[src/design/i2c_master_bit_engine_defines.svh]
// Assertion macros shared by the I2C master bit engine.
`ifndef I2C_MASTER_BIT_ENGINE_DEFINES_SVH
`define I2C_MASTER_BIT_ENGINE_DEFINES_SVH

// Same-cycle implication, sampled on clk and disabled during reset.
`define I2CM_ASSERT_NOW(label, ante, cons, msg) \
	label: assert property (@(posedge clk) disable iff (!arst_n) (ante) |-> (cons)) \
		else $error(msg);

// Next-cycle implication, sampled on clk and disabled during reset.
`define I2CM_ASSERT_NEXT(label, ante, cons, msg) \
	label: assert property (@(posedge clk) disable iff (!arst_n) (ante) |=> (cons)) \
		else $error(msg);

`endif

[src/design/i2cm_pkg.sv]
package i2cm_pkg;

	typedef enum logic [2:0] {
		CMD_IDLE  = 3'd0,
		CMD_START = 3'd1,
		CMD_STOP  = 3'd2,
		CMD_WRITE = 3'd3,
		CMD_READ  = 3'd4
	} cmd_t;

	localparam logic [3:0] DATA_BITS   = 4'd8;
	localparam logic [9:0] PHASE_RESET = 10'd10;

	typedef struct packed {
		logic [2:0] action;
		logic       sda_in;
		logic       ack_level;
		logic [7:0] data_byte;
	} item_t;

	typedef struct packed {
		logic       rejected;
		logic       done_res;
		logic       ack_seen;
		logic [7:0] read_byte;
		logic       busy_res;
		logic       sda_out;
		logic       scl_out;
	} res_t;

endpackage

[src/design/i2cm_engine.sv]
module i2cm_engine (
	input  logic             clk,
	input  logic             arst_n,
	input  logic             en,
	input  i2cm_pkg::item_t  itm,
	input  logic [9:0]       phase_ticks,
	output i2cm_pkg::res_t   res
);

	i2cm_pkg::cmd_t cmd_q, n_cmd;
	logic [1:0] step_q, n_step;
	logic [3:0] bit_q, n_bit;
	logic [7:0] shift_q, n_shift;
	logic [9:0] cnt_q, n_cnt;
	logic       scl_q, n_scl;
	logic       sda_q, n_sda;
	logic       ack_q, n_ack;
	logic [7:0] recv_q, n_recv;
	logic       ackd_q, n_ackd;
	logic       rej, done;

	always_comb begin
		logic [10:0] cnt_inc;
		logic [9:0]  hold;
		logic        is_cmd;
		logic        fin;
		n_cmd   = cmd_q;
		n_step  = step_q;
		n_bit   = bit_q;
		n_shift = shift_q;
		n_cnt   = cnt_q;
		n_scl   = scl_q;
		n_sda   = sda_q;
		n_ack   = ack_q;
		n_recv  = recv_q;
		n_ackd  = ackd_q;
		rej     = 1'b0;
		done    = 1'b0;
		fin     = 1'b0;
		cnt_inc = '0;
		hold    = (phase_ticks == 10'd0) ? 10'd1 : phase_ticks;
		is_cmd  = (itm.action >= i2cm_pkg::CMD_START) && (itm.action <= i2cm_pkg::CMD_READ);

		if (cmd_q != i2cm_pkg::CMD_IDLE) begin
			if (is_cmd) begin
				rej = 1'b1;
			end
		end else if (is_cmd) begin
			n_cmd   = i2cm_pkg::cmd_t'(itm.action);
			n_step  = 2'd0;
			n_bit   = 4'd0;
			n_cnt   = 10'd0;
			n_shift = (itm.action == i2cm_pkg::CMD_WRITE) ? itm.data_byte : 8'd0;
			if (itm.action == i2cm_pkg::CMD_READ) begin
				n_ackd = itm.ack_level;
			end
		end

		if (n_cmd != i2cm_pkg::CMD_IDLE) begin
			// A step makes its line change on its first tick only.
			if (n_cnt == 10'd0) begin
				if (n_cmd == i2cm_pkg::CMD_START) begin
					unique case (n_step)
						2'd0: n_sda = 1'b1;
						2'd1: n_scl = 1'b1;
						2'd2: n_sda = 1'b0;
						default: n_scl = 1'b0;
					endcase
				end else if (n_cmd == i2cm_pkg::CMD_STOP) begin
					unique case (n_step)
						2'd0: n_scl = 1'b0;
						2'd1: n_sda = 1'b0;
						2'd2: n_scl = 1'b1;
						default: n_sda = 1'b1;
					endcase
				end else if (n_step == 2'd0 || n_step == 2'd3) begin
					n_scl = 1'b0;
				end else if (n_step == 2'd2) begin
					n_scl = 1'b1;
				end else if (n_bit < i2cm_pkg::DATA_BITS) begin
					n_sda = (n_cmd == i2cm_pkg::CMD_WRITE) ?
						n_shift[3'd7 - n_bit[2:0]] : 1'b1;
				end else begin
					n_sda = (n_cmd == i2cm_pkg::CMD_WRITE) ? 1'b1 : n_ackd;
				end
			end

			cnt_inc = {1'b0, n_cnt} + 11'd1;
			if (cnt_inc >= {1'b0, hold}) begin
				n_cnt = 10'd0;
				if (n_cmd == i2cm_pkg::CMD_START || n_cmd == i2cm_pkg::CMD_STOP) begin
					if (n_step == 2'd3) begin
						fin = 1'b1;
					end else begin
						n_step = n_step + 2'd1;
					end
				end else if (n_bit < i2cm_pkg::DATA_BITS) begin
					if (n_step >= 2'd2) begin
						if (n_cmd == i2cm_pkg::CMD_READ) begin
							n_shift = {n_shift[6:0], itm.sda_in};
						end
						n_bit  = n_bit + 4'd1;
						n_step = 2'd0;
					end else begin
						n_step = n_step + 2'd1;
					end
				end else begin
					if (n_step == 2'd2 && n_cmd == i2cm_pkg::CMD_WRITE) begin
						n_ack = itm.sda_in;
					end
					if (n_step == 2'd3) begin
						if (n_cmd == i2cm_pkg::CMD_READ) begin
							n_recv = n_shift;
						end
						fin = 1'b1;
					end else begin
						n_step = n_step + 2'd1;
					end
				end
			end else begin
				n_cnt = cnt_inc[9:0];
			end

			if (fin) begin
				n_cmd  = i2cm_pkg::CMD_IDLE;
				n_step = 2'd0;
				n_bit  = 4'd0;
				done   = 1'b1;
			end
		end

		res.scl_out   = n_scl;
		res.sda_out   = n_sda;
		res.busy_res  = (n_cmd != i2cm_pkg::CMD_IDLE);
		res.read_byte = n_recv;
		res.ack_seen  = n_ack;
		res.done_res  = done;
		res.rejected  = rej;
	end

	always_ff @(posedge clk or negedge arst_n) begin
		if (!arst_n) begin
			cmd_q   <= i2cm_pkg::CMD_IDLE;
			step_q  <= 2'd0;
			bit_q   <= 4'd0;
			shift_q <= 8'd0;
			cnt_q   <= 10'd0;
			scl_q   <= 1'b1;
			sda_q   <= 1'b1;
			ack_q   <= 1'b1;
			recv_q  <= 8'd0;
			ackd_q  <= 1'b0;
		end else if (en) begin
			cmd_q   <= n_cmd;
			step_q  <= n_step;
			bit_q   <= n_bit;
			shift_q <= n_shift;
			cnt_q   <= n_cnt;
			scl_q   <= n_scl;
			sda_q   <= n_sda;
			ack_q   <= n_ack;
			recv_q  <= n_recv;
			ackd_q  <= n_ackd;
		end
	end

endmodule

[src/design/i2c_master_bit_engine.sv]
// I2C master bit engine. Every input transaction is one timing tick and may carry a command
// (start, stop, write byte with ack sampling, read byte with a chosen ack level); every tick
// yields exactly one result transaction with the open-drain drive levels, busy, the last read
// byte, the last write ack, a done pulse and a rejected flag. One tick is taken per clock
// cycle: the tick is registered on entry, the bit sequencer updates its state and forms the
// result in one pass, and the result register holds it for the output side; throughput is one
// transaction per cycle while the output side keeps tready high.
// Each SCL or SDA change is held for phase_ticks ticks (a value of zero acts as one).
`include "i2c_master_bit_engine_defines.svh"

module i2c_master_bit_engine (
	input  logic        clk,
	input  logic        arst_n,
	input  logic        cfg_wr_en,
	input  logic [9:0]  cfg_data,
	input  logic        s_axis_tvalid,
	output logic        s_axis_tready,
	// data_byte [7:0], ack_level [8], sda_in [9], zero [15:10]
	input  logic [15:0] s_axis_tdata,
	// action [2:0]
	input  logic [2:0]  s_axis_tuser,
	output logic        m_axis_tvalid,
	input  logic        m_axis_tready,
	// scl_out [0], sda_out [1], busy_res [2], read_byte [10:3], ack_seen [11],
	// done_res [12], rejected [13], zero [15:14]
	output logic [15:0] m_axis_tdata
);

	logic [9:0]      phase_ticks_q;
	i2cm_pkg::item_t item_s1;
	logic            valid_s1;
	i2cm_pkg::res_t  res_c;
	i2cm_pkg::res_t  res_q;
	logic            out_valid_q;
	logic            out_free;
	logic            advance;

	assign out_free      = !out_valid_q || m_axis_tready;
	assign advance       = valid_s1 && out_free;
	assign s_axis_tready = !valid_s1 || out_free;

	always_ff @(posedge clk or negedge arst_n) begin
		if (!arst_n) begin
			phase_ticks_q <= i2cm_pkg::PHASE_RESET;
		end else if (cfg_wr_en) begin
			phase_ticks_q <= cfg_data;
		end
	end

	always_ff @(posedge clk or negedge arst_n) begin
		if (!arst_n) begin
			valid_s1 <= 1'b0;
		end else if (s_axis_tready) begin
			valid_s1 <= s_axis_tvalid;
		end
	end

	always_ff @(posedge clk) begin
		if (s_axis_tready && s_axis_tvalid) begin
			item_s1 <= {s_axis_tuser, s_axis_tdata[9], s_axis_tdata[8], s_axis_tdata[7:0]};
		end
	end

	i2cm_engine u_engine (
		.clk         (clk),
		.arst_n      (arst_n),
		.en          (advance),
		.itm         (item_s1),
		.phase_ticks (phase_ticks_q),
		.res         (res_c)
	);

	always_ff @(posedge clk or negedge arst_n) begin
		if (!arst_n) begin
			out_valid_q <= 1'b0;
		end else if (out_free) begin
			out_valid_q <= valid_s1;
		end
	end

	always_ff @(posedge clk) begin
		if (advance) begin
			res_q <= res_c;
		end
	end

	assign m_axis_tvalid = out_valid_q;
	assign m_axis_tdata  = {2'b00, res_q};

	`I2CM_ASSERT_NOW(a_ready_follows_out, m_axis_tready, s_axis_tready,
		"Input stalled although the output side is ready.")
	`I2CM_ASSERT_NEXT(a_advance_gives_result, advance, m_axis_tvalid,
		"A processed tick produced no result transaction.")
	`I2CM_ASSERT_NOW(a_done_not_busy, m_axis_tvalid, !(res_q.done_res && res_q.busy_res),
		"Done reported while still busy.")

endmodule
[config.mk]
export PLATFORM = sky130hd
export DESIGN_NAME = i2c_master_bit_engine
export DESIGN_NICKNAME = d
export VERILOG_FILES = /design/src/design/i2cm_pkg.sv /design/src/design/i2cm_engine.sv /design/src/design/i2c_master_bit_engine.sv
export VERILOG_INCLUDE_DIRS = /design/src /design/src/design
export SDC_FILE = /design/constraint.sdc
export NUM_CORES = 1
export LEC_CHECK = 0
export BUFFER_PORTS_ARGS = -buffer_cell sky130_fd_sc_hd__buf_4
export CAP_MARGIN = 20
export CORE_ASPECT_RATIO = 0.7
export CORE_MARGIN = 3
export CORE_UTILIZATION = 50
export DETAILED_ROUTE_END_ITERATION = 8
export GPL_TIMING_DRIVEN = 0
export PLACE_DENSITY = 0.7
export SETUP_SLACK_MARGIN = 0.4
export SLEW_MARGIN = 20
export SYNTH_ARGS = -nofsm -noshare
export SYNTH_HDL_FRONTEND = slang
export SYNTH_SLANG_ARGS = --single-unit
[constraint.sdc]
create_clock -name clk -period 8 [get_ports clk]
set_input_delay 0.8 -clock clk [delete_from_list [all_inputs] [get_ports clk]]
set_output_delay 0.8 -clock clk [all_outputs]
set_load 0.03 [all_outputs]
======== After elaboration in Yosys (flattened, before gate mapping) ========
Cells that the tools add are included.
operators by class
  reductions and logical operators ........ 17
  magnitude comparators ................... 6
  eq/ne operators ......................... 9
  add/sub/neg operators ................... 4
  mux-type cells .......................... 77
operators with widths
  operator               count
  $mux 8                 15
  $mux 10                5
  $mux 4                 8
  $mux 1                 31
  $logic_not 10->1       2
  $mux 2                 9
  $mux 3                 4
  $add 10x1->11 const B  1
  $ge 11x10->1           1
  $eq 3x2->1 const B     3
  $reduce_bool 3->1      3
  $pmux 1 s2             4
  $eq 3x3->1 const B     2
  $add 4x1->4 const B    1
  $eq 2x2->1 const B     2
  $logic_and 1x1->1      4
  $logic_or 1x1->1       4
  $lt 3x4->1 const B     1
  $lt 4x4->1 const B     1
  $bmux 1 s3             1
  $eq 3x1->1 const B     1
  $ge 3x1->1 const B     1
  $le 3x3->1 const B     1
  $sub 3x3->3 const A    1
  other kinds (6)        7
word-level totals
  logic and storage cells ................. 137
  flip-flop bits (word level) ............. 78

======== Longest topological paths before layout ========
Gate-level depths: netlist of the first run.
  word-level depth ........................ 15
  gate-level depth with buffers ........... 18

======== By module ========
A second synthesis of the first run with hierarchy kept.
unflattened totals
  cell total of the unflattened synthesis .. 449
  area, all modules ....................... 4481.8 um^2
modules (own cells, without submodules)
  module                 cells each  seq. area each (um^2)  times used  area an instance (um^2)
  i2cm_engine            390         979.7                  1           3149.3
  i2c_master_bit_engine  59          1113.6                 1           1332.5

======== Least setup slack after synthesis of the first run ========
Ideal clock, no wire load.
  path type ............................... flip-flop to flip-flop
  from .................................... register item_s1[12] (netlist name)
  to ...................................... register res_q, in the netlist m_axis_tdata[11], data pin
  period minus slack after synthesis ...... 4009 ps
  arrival ................................. 3749 ps
  setup slack ............................. 3991 ps
  cell stages (with the launch flop) ...... 19
  required time ........................... 7740 ps
  buffers on the path ..................... 3
  cell sequence ........................... edfxtp_1 -> buf_4 -> or3_1 -> nand3_2 -> clkbuf_1 -> and2_1 -> ha_1 -> and3_1 -> nand3_1 -> nor3_1 -> xnor2_1 -> ha_1 -> a21o_1 -> a21oi_1 -> o31a_1 -> o21a_4 -> buf_4 -> nor3_1 -> mux2_2
RTL lines
  what                      RTL line                     text
  start: declaration        i2c_master_bit_engine.sv:30  i2cm_pkg::item_t item_s1;
  start signal: assignment  i2c_master_bit_engine.sv:60  item_s1 <= {s_axis_tuser, s_axis_tdata[9], s_axis_tdata[8], s_axis_tdata[7:0]};
  end signal: assignment    i2c_master_bit_engine.sv:83  res_q <= res_c;
  end: declaration          i2c_master_bit_engine.sv:33  i2cm_pkg::res_t res_q;

======== Worst setup path after layout of the first run ========
  from .................................... register item_s1[12] (netlist name)
  to ...................................... register u_engine.cnt_q[0]
between the ends
  cells in the longest elaborated chain, start to end .. 8
RTL lines
  what                                             RTL line            text
  $ge 3x1->1 / $le 3x3->1 (equally long branches)  i2cm_engine.sv:42   is_cmd = (itm.action >= i2cm_pkg::CMD_START) && (itm.action <= i2cm_pkg::CMD_READ);
  $logic_and 1x1->1                                i2cm_engine.sv:42
  $mux 10                                          i2cm_engine.sv:48   end else if (is_cmd) begin
  $mux 10                                          i2cm_engine.sv:44   if (cmd_q != i2cm_pkg::CMD_IDLE) begin
  $add 10x1->11                                    i2cm_engine.sv:88   cnt_inc = {1'b0, n_cnt} + 11'd1;
  $ge 11x10->1                                     i2cm_engine.sv:89   if (cnt_inc >= {1'b0, hold}) begin
  $mux 10                                          i2cm_engine.sv:89
  $mux 10 (*)                                      i2cm_engine.sv:59   if (n_cmd != i2cm_pkg::CMD_IDLE) begin
  end signal: assignment                           i2cm_engine.sv:158  cnt_q <= n_cnt;
  end: declaration                                 i2cm_engine.sv:14   logic [9:0] cnt_q, n_cnt;
Mark *: on every way between the ends. The rest lies on a longest branch, timed or not.
A chain may end at the register's enable or synchronous reset.

==> results of run 1 <==
==> logic make-up after synthesis <==
group	count (synthesis)	share of synthesized area (%)
adder cells (fa/ha/maj)	16	4.38
multiplexers	20	4.93
buffers and inverters	50	4.82
AO/OA/AOI/OAI	121	19.3
flip-flops	78	45.8
AND/OR/NAND/NOR	165	19.0
XOR/XNOR	9	1.73
other	1	0.0821
==> power breakdown <==
part	internal, mW	switching (mW)
clock network	0.245	0.178
registers	0.532	0.0780
logic	0.313	0.526
total	1.09	0.782
==> worst max path at each step <==
stage / cells after the start / slack, ns / end / from
6_report: 18 / 3.30 / u_engine.cnt_q[0] / item_s1[12]
5_1_grt: 18 / 2.92 / u_engine.cnt_q[0] / item_s1[12]
4_1_cts: 18 / 3.38 / u_engine.cnt_q[0] / item_s1[12]
3_5_place_dp: 18 / 3.42 / u_engine.cnt_q[0] / item_s1[12]
3_3_place_gp: 18 / 3.40 / u_engine.cnt_q[0] / item_s1[12]
2_1_floorplan: 18 / 3.99 / m_axis_tdata[11] / item_s1[12]
==> worst reg2reg max path, cell delays in order (launching register included) <==
cell and delay [ns]:
edfxtp_1 0.36, buf_4 0.18, or3_1 0.41, nand3_2 0.20, clkbuf_1 0.37, and2_1 0.19, ha_1 0.19, and3_1 0.24
nand3_1 0.15, nor3_1 0.31, xnor2_1 0.19, ha_1 0.28, a21o_1 0.16, a21oi_1 0.18, o31a_1 0.19, o21ai_0 0.24
buf_2 0.28, nor2_1 0.32, o22a_1 0.19
==> registers in the layout, indices dropped and copies added (netlist names), 2 cells and up <==
signal            count
phase_ticks_q        10
u_engine.shift_q      8
u_engine.cmd_q        3
u_engine.cnt_q       10
u_engine.bit_q        4
u_engine.recv_q       8
item_s1              13
u_engine.step_q       2
m_axis_tdata         14
==> layout make-up <==
class	instances	share of cell area (%)
Clock buffer	9	4.22
Multi-Input combinational cell	333	42.3
Buffer	27	2.53
Clock inverter	7	1.45
Tap cell	120	2.81
Inverter	23	1.62
Timing Repair Buffer	42	5.90
Sequential cell	78	39.2
==> through the flow <==
step / utilization, % / hold slack, ns / std cells / setup slack, ns / instance area, sq um
2_1_floorplan: - / 0.472 / 461 / 3.99 / 4570
3_3_place_gp: 58.2 / 0.485 / 623 / 3.40 / 5040
3_5_place_dp: 58.2 / 0.494 / 623 / 3.42 / 5040
4_1_cts: 61.7 / 0.508 / 639 / 3.38 / 5340
5_1_grt: 61.7 / 0.523 / 639 / 2.92 / 5340
6_report: 61.7 / 0.470 / 639 / 3.30 / 5340
==> layer usage <==
layer  vias to the layer above  GRT usage, %  routed length [um]
met5                         -             0                   0
met4                         0          6.69                 191
met3                        22          6.79                 825
met2                       156          35.2                5050
met1                      1847          32.5                5290
li1                       1820             -                   -
==> cell usage after synthesis, types with 6 or more instances <==
library cell,count,area (sq um)
edfxtp_1,27,811
and2_1,9,56.3
o211ai_1,9,67.6
ha_1,16,200
dfrtp_1,46,1150
xnor2_1,7,61.3
nor2_1,24,90.1
nor3_1,13,65.1
a31oi_1,6,37.5
nand2_1,58,218
o21ai_0,26,130
nand3_1,14,70.1
nand4_1,12,75.1
mux2_2,20,225
buf_4,6,45.0
a22o_1,8,70.1
clkbuf_1,14,52.6
a21oi_1,21,105
inv_1,22,82.6
==> results.json, run 1 <==
{
  "p_leak_nw": 2.26,
  "r2r_start": "item_s1[12]",
  "die_h_um": 86.0,
  "drc": 0,
  "totalWireLength_mm": 11.4,
  "grt_use_total_pct": 23.1,
  "multi_input_area_sq_um": 2260,
  "port_buffers": 42,
  "fin_setup_tns_ns": 0,
  "grt_antenna_before_repair": 0,
  "synth_edf_count": 27,
  "worstPathRequired_ns": 8.29,
  "synth_ff_type": "dfrtp_1",
  "reg2reg_depth": 18,
  "grt_pass1_vias": 3747,
  "fmax_mhz": 213,
  "vias": 3845,
  "cap_violations": 0,
  "worstSetupPathType": "register to register",
  "final_common_cell": "nand2_1",
  "r2r-end": "u_engine.cnt_q[0]",
  "finClkSkew_ns": 0.00780,
  "diodes": 0,
  "ioPinCount": 52,
  "power_density_nw_per_um2": 351,
  "cp-start-kind": "register",
  "timing.reg2reg.setup_slack_ns": 3.30,
  "numCtsBuffers": 9,
  "hold_class": "primary input to async pin",
  "vias_per_cell": 6.02,
  "ys_seq_elements": 78,
  "first_pass_iters": 5,
  "clock-sinks": 78,
  "syn_inst": 460,
  "grt_pass1_wl_mm": 18.8,
  "syn_avg_cell_area_sq_um": 9.93,
  "finalSetupViolCount": 0,
  "layout-drive-gt1-share_pct": 21.4,
  "arrival_ns": 4.99,
  "synthesis.area_sq_um": 4570,
  "chipWidth_um": 120,
  "rsz0062_at_grt": "false",
  "post-cts-setup-buffers": 0,
  "slew_headroom_pct": 47.2,
  "synthToLayoutAreaGrowth_pct": 16.9,
  "maxSlewViolCount": 0,
  "ant_nets": 0,
  "power.total_mw": 1.87,
  "place_hpwl_mm": 8.03,
  "fin_crit_sh_pct": 58.8,
  "crit_path_end_kind": "register",
  "peakVddDrop_mv": 0.204,
  "cts_resized": 0,
  "crit_family": "simple AND/OR/NAND/NOR gates",
  "ys_types": 70,
  "die-area_sq_um": 10300,
  "gp_congestion": 0.897,
  "clk_latency_ns": 0.35,
  "clkTransAtPathRegs_ns": 0.06,
  "core_sq_um": 8650,
  "status": "finished, final reports clean",
  "drt_iter0_markers": 327,
  "synth.yosys.seq_area_share_pct": 45.8,
  "grt_max_degree": 52,
  "slowest_stage": "or3_1",
  "root_buffer": "clkbuf_16",
  "critPathMaxStageDelay_ns": 0.41,
  "grt_overflow_total": 0,
  "seqCellArea_sq_um": 2090,
  "cts_hold_buf": 0,
  "initial_core_util_pct": 52.8,
  "fill_cells": 747,
  "wl_per_cell_um": 17.8,
  "layout_common_cells": "nand2_1 (58), buf_4 (48), dfrtp_1 (46)",
  "synthArstFlopShare_pct": 65.4,
  "htree_levels": 3,
  "hold_viol": 0,
  "nets": 564,
  "row_count": 28,
  "period_needed_ns": 4.70,
  "yosysWarningCount": 0,
  "cp_common_cell": "ha_1",
  "crit_chain": "buf_4 > or3_1 > nand3_2 > clkbuf_1 > and2_1 > ha_1 > and3_1 > nand3_1 > nor3_1 > xnor2_1 > ha_1 > a21o_1 > a21oi_1 > o31a_1 > o21ai_0 > buf_2 > nor2_1 > o22a_1",
  "clockBufferDepth": 2,
  "worstMarginPinSlew_ns": 0.784,
  "tritoncts": "built",
  "cp_max_fo": 10,
  "worst-path-buf-inv": 3
}
No activity file was read; power rests on OpenSTA's default activity.
==> run 2, diff against run 1 <==
==> constraint.sdc (replaced) <==
create_clock -name clk -period 4.54 [get_ports clk]
set_input_delay 0.454 -clock clk [delete_from_list [all_inputs] [get_ports clk]]
set_output_delay 0.454 -clock clk [all_outputs]
set_load 0.03 [all_outputs]
==> run 2 against run 1 <==
Highest routed layer unchanged. First-iteration DRC count rose by 17%. Cell area rose by 4.5%. Power rose by 82%. Final cell count rose by 2.7%. Largest cell class unchanged. Routed wire length rose by 2.9%. Non-clock buffer count rose by 17. Critical endpoint is now m_axis_tdata[11]. Flip-flop and latch count did not move. Sequential power rose by 77%. Worst hold slack got worse by 0.34 ns. Sequential share of layout area fell by 1.7 points.
==> results.json, run 2 (synthesized netlist as in run 1, its figures left out) <==
{
  "fmax_mhz": 251,
  "pwr-share-seq_pct": 31.7,
  "wl_met2_mm": 5.25,
  "dp.cells": 623,
  "r2r-end": "m_axis_tdata[11]",
  "period_needed_ns": 3.99,
  "tritoncts": "built",
  "totalWireLength_mm": 11.7,
  "worstPathRequired_ns": 4.64,
  "wl_per_cell_um": 17.8,
  "clockBufferDepth": 2,
  "ant_nets": 0,
  "cp_max_fo": 7,
  "port_buffers": 42,
  "timing.hold.ws_ns": 0.130,
  "fin_setup_tns_ns": 0,
  "dr_wl_met3_mm": 1.02,
  "nets": 581,
  "slew_headroom_pct": 52.5,
  "grt_overflow_total": 0,
  "place_hpwl_mm": 8.03,
  "vias_per_cell": 6.02,
  "reg2reg_depth": 17,
  "p_sw_mw": 1.41,
  "grt_max_degree": 52,
  "finClkSkew_ns": 0.00786,
  "clkTransAtPathRegs_ns": 0.06,
  "largest_reg_flops": 14,
  "power_frac_clock_pct": 21.9,
  "power.total_mw": 3.40,
  "worst-path-buf-inv": 4,
  "grt_use_total_pct": 23.2,
  "fin_crit_sh_pct": 87.9,
  "drc": 0,
  "layout_common_cells": "buf_4 (60), nand2_1 (58), dfrtp_1 (46)",
  "core_sq_um": 8650,
  "clock-sinks": 78,
  "drt_iter0_markers": 384,
  "clk_latency_ns": 0.35,
  "worstMarginPinSlew_ns": 0.705,
  "fin_util_pct": 64.5,
  "final_cell_count_no_fill": 656,
  "grt_pass1_vias": 3742,
  "numCtsBuffers": 9,
  "setup_slack_ns": 0.549,
  "row_count": 28,
  "switching_share_pct": 41.4,
  "crit_path_end_kind": "register",
  "layout-drive-gt1-share_pct": 26.1,
  "grt_antenna_before_repair": 0,
  "gp_congestion": 0.897,
  "first_pass_iters": 5,
  "vias": 3949,
  "power.internal_mw": 1.99,
  "hold_class": "primary input to async pin",
  "cp-start-kind": "register",
  "status": "finished, final reports clean",
  "dpl_cell_area_sq_um": 5040,
  "slowest_stage": "or3_4",
  "maxSlewViolCount": 0,
  "die_h_um": 86.0,
  "rsz0062_at_grt": "false",
  "crit_chain": "buf_6 > or3_4 > nand3_4 > buf_8 > and2_1 > ha_2 > and3_4 > nand3_2 > nor3_2 > xnor2_1 > ha_1 > buf_4 > nand3_1 > o21a_4 > buf_8 > nor3_2 > mux2_2",
  "root_buffer": "clkbuf_16",
  "ioPinCount": 52,
  "timing.reg2reg.setup_slack_ns": 0.55,
  "postLayoutCellArea_sq_um": 5580,
  "worstSetupPathType": "register to register",
  "post-place-ws_ns": -0.0447,
  "comb_power_share_pct": 46.3,
  "htree_levels": 3,
  "p_leak_nw": 2.37,
  "synthToLayoutAreaGrowth_pct": 22.2,
  "top_layer": "met4",
  "cts_hold_buf": 0,
  "die-area_sq_um": 10300,
  "hold_viol": 0,
  "diodes": 0,
  "grt_pass1_wl_mm": 18.9,
  "chipWidth_um": 120,
  "finalSetupViolCount": 0,
  "power_density_nw_per_um2": 609,
  "initial_core_util_pct": 52.8,
  "crit_family": "simple AND/OR/NAND/NOR gates",
  "wl_met1_mm": 5.26,
  "critPathMaxStageDelay_ns": 0.40,
  "peakVddDrop_mv": 0.359,
  "cap_violations": 0,
  "r2r_start": "item_s1[12]",
  "final_common_cell": "buf_4",
  "arrival_ns": 4.09
}
run 2: changes by cell type in the layout (fill, tap and decap cells not counted), sizes merged:
cell    delta
clkbuf     +1
buf       +16
run 2: power groups by stage:
stage | Sequential, mW | Combinational, mW | Clock (mW)
after CTS | 1.07 | 1.48 | 0.756
after detailed placement | 1.08 | 1.44 | 0
after global placement | 1.07 | 1.41 | 0
after global routing | 1.10 | 1.73 | 0.791
final | 1.08 | 1.57 | 0.745
after floorplan | 1.11 | 1.02 | 0
run 2: how the worst max path moves through the flow:
stage	start	end	slack (ns)	cells past startpoint
2_1_floorplan	item_s1[12]	m_axis_tdata[11]	0.53	18
3_3_place_gp	item_s1[12]	u_engine.cnt_q[0]	-0.06	18
3_5_place_dp	item_s1[12]	u_engine.cnt_q[0]	-0.04	18
4_1_cts	item_s1[12]	m_axis_tdata[11]	0.42	18
5_1_grt	item_s1[12]	m_axis_tdata[5]	0.38	18
6_report	item_s1[12]	m_axis_tdata[11]	0.55	17
run 2: worst reg2reg max path, stage by stage, from the launching register on:
cell	delay [ns]
edfxtp_1	0.38
buf_6	0.14
or3_4	0.40
nand3_4	0.14
buf_8	0.12
and2_1	0.13
ha_2	0.18
and3_4	0.22
nand3_2	0.11
nor3_2	0.24
xnor2_1	0.13
ha_1	0.31
buf_4	0.10
nand3_1	0.14
o21a_4	0.30
buf_8	0.15
nor3_2	0.19
mux2_2	0.36
run 2: final cells by class:
type / instances / area [sq um]
Fill cell: 713 / 3070
Clock inverter: 7 / 77.6
Clock buffer: 9 / 225
Inverter: 23 / 86.3
Timing Repair Buffer: 59 / 473
Multi-Input combinational cell: 333 / 2310
Sequential cell: 78 / 2090
Tap cell: 120 / 150
Buffer: 27 / 163
run 2: metal layers:
metal / vias up / GRT usage [%]
met4: 0 / 6.48
met2: 178 / 35.0
li1: 1848 / -
met1: 1906 / 33.0
met3: 17 / 6.59
met5: - / 0
run 2: timing repair:
| action | 4_1_cts | 5_1_grt |
|---|---|---|
| pin swaps | 4 | 5 |
| gates cloned | 0 | 1 |
| resized for setup | 13 | 9 |
| setup buffers | 2 | 14 |
| endpoints found under the setup margin | 46 | 44 |
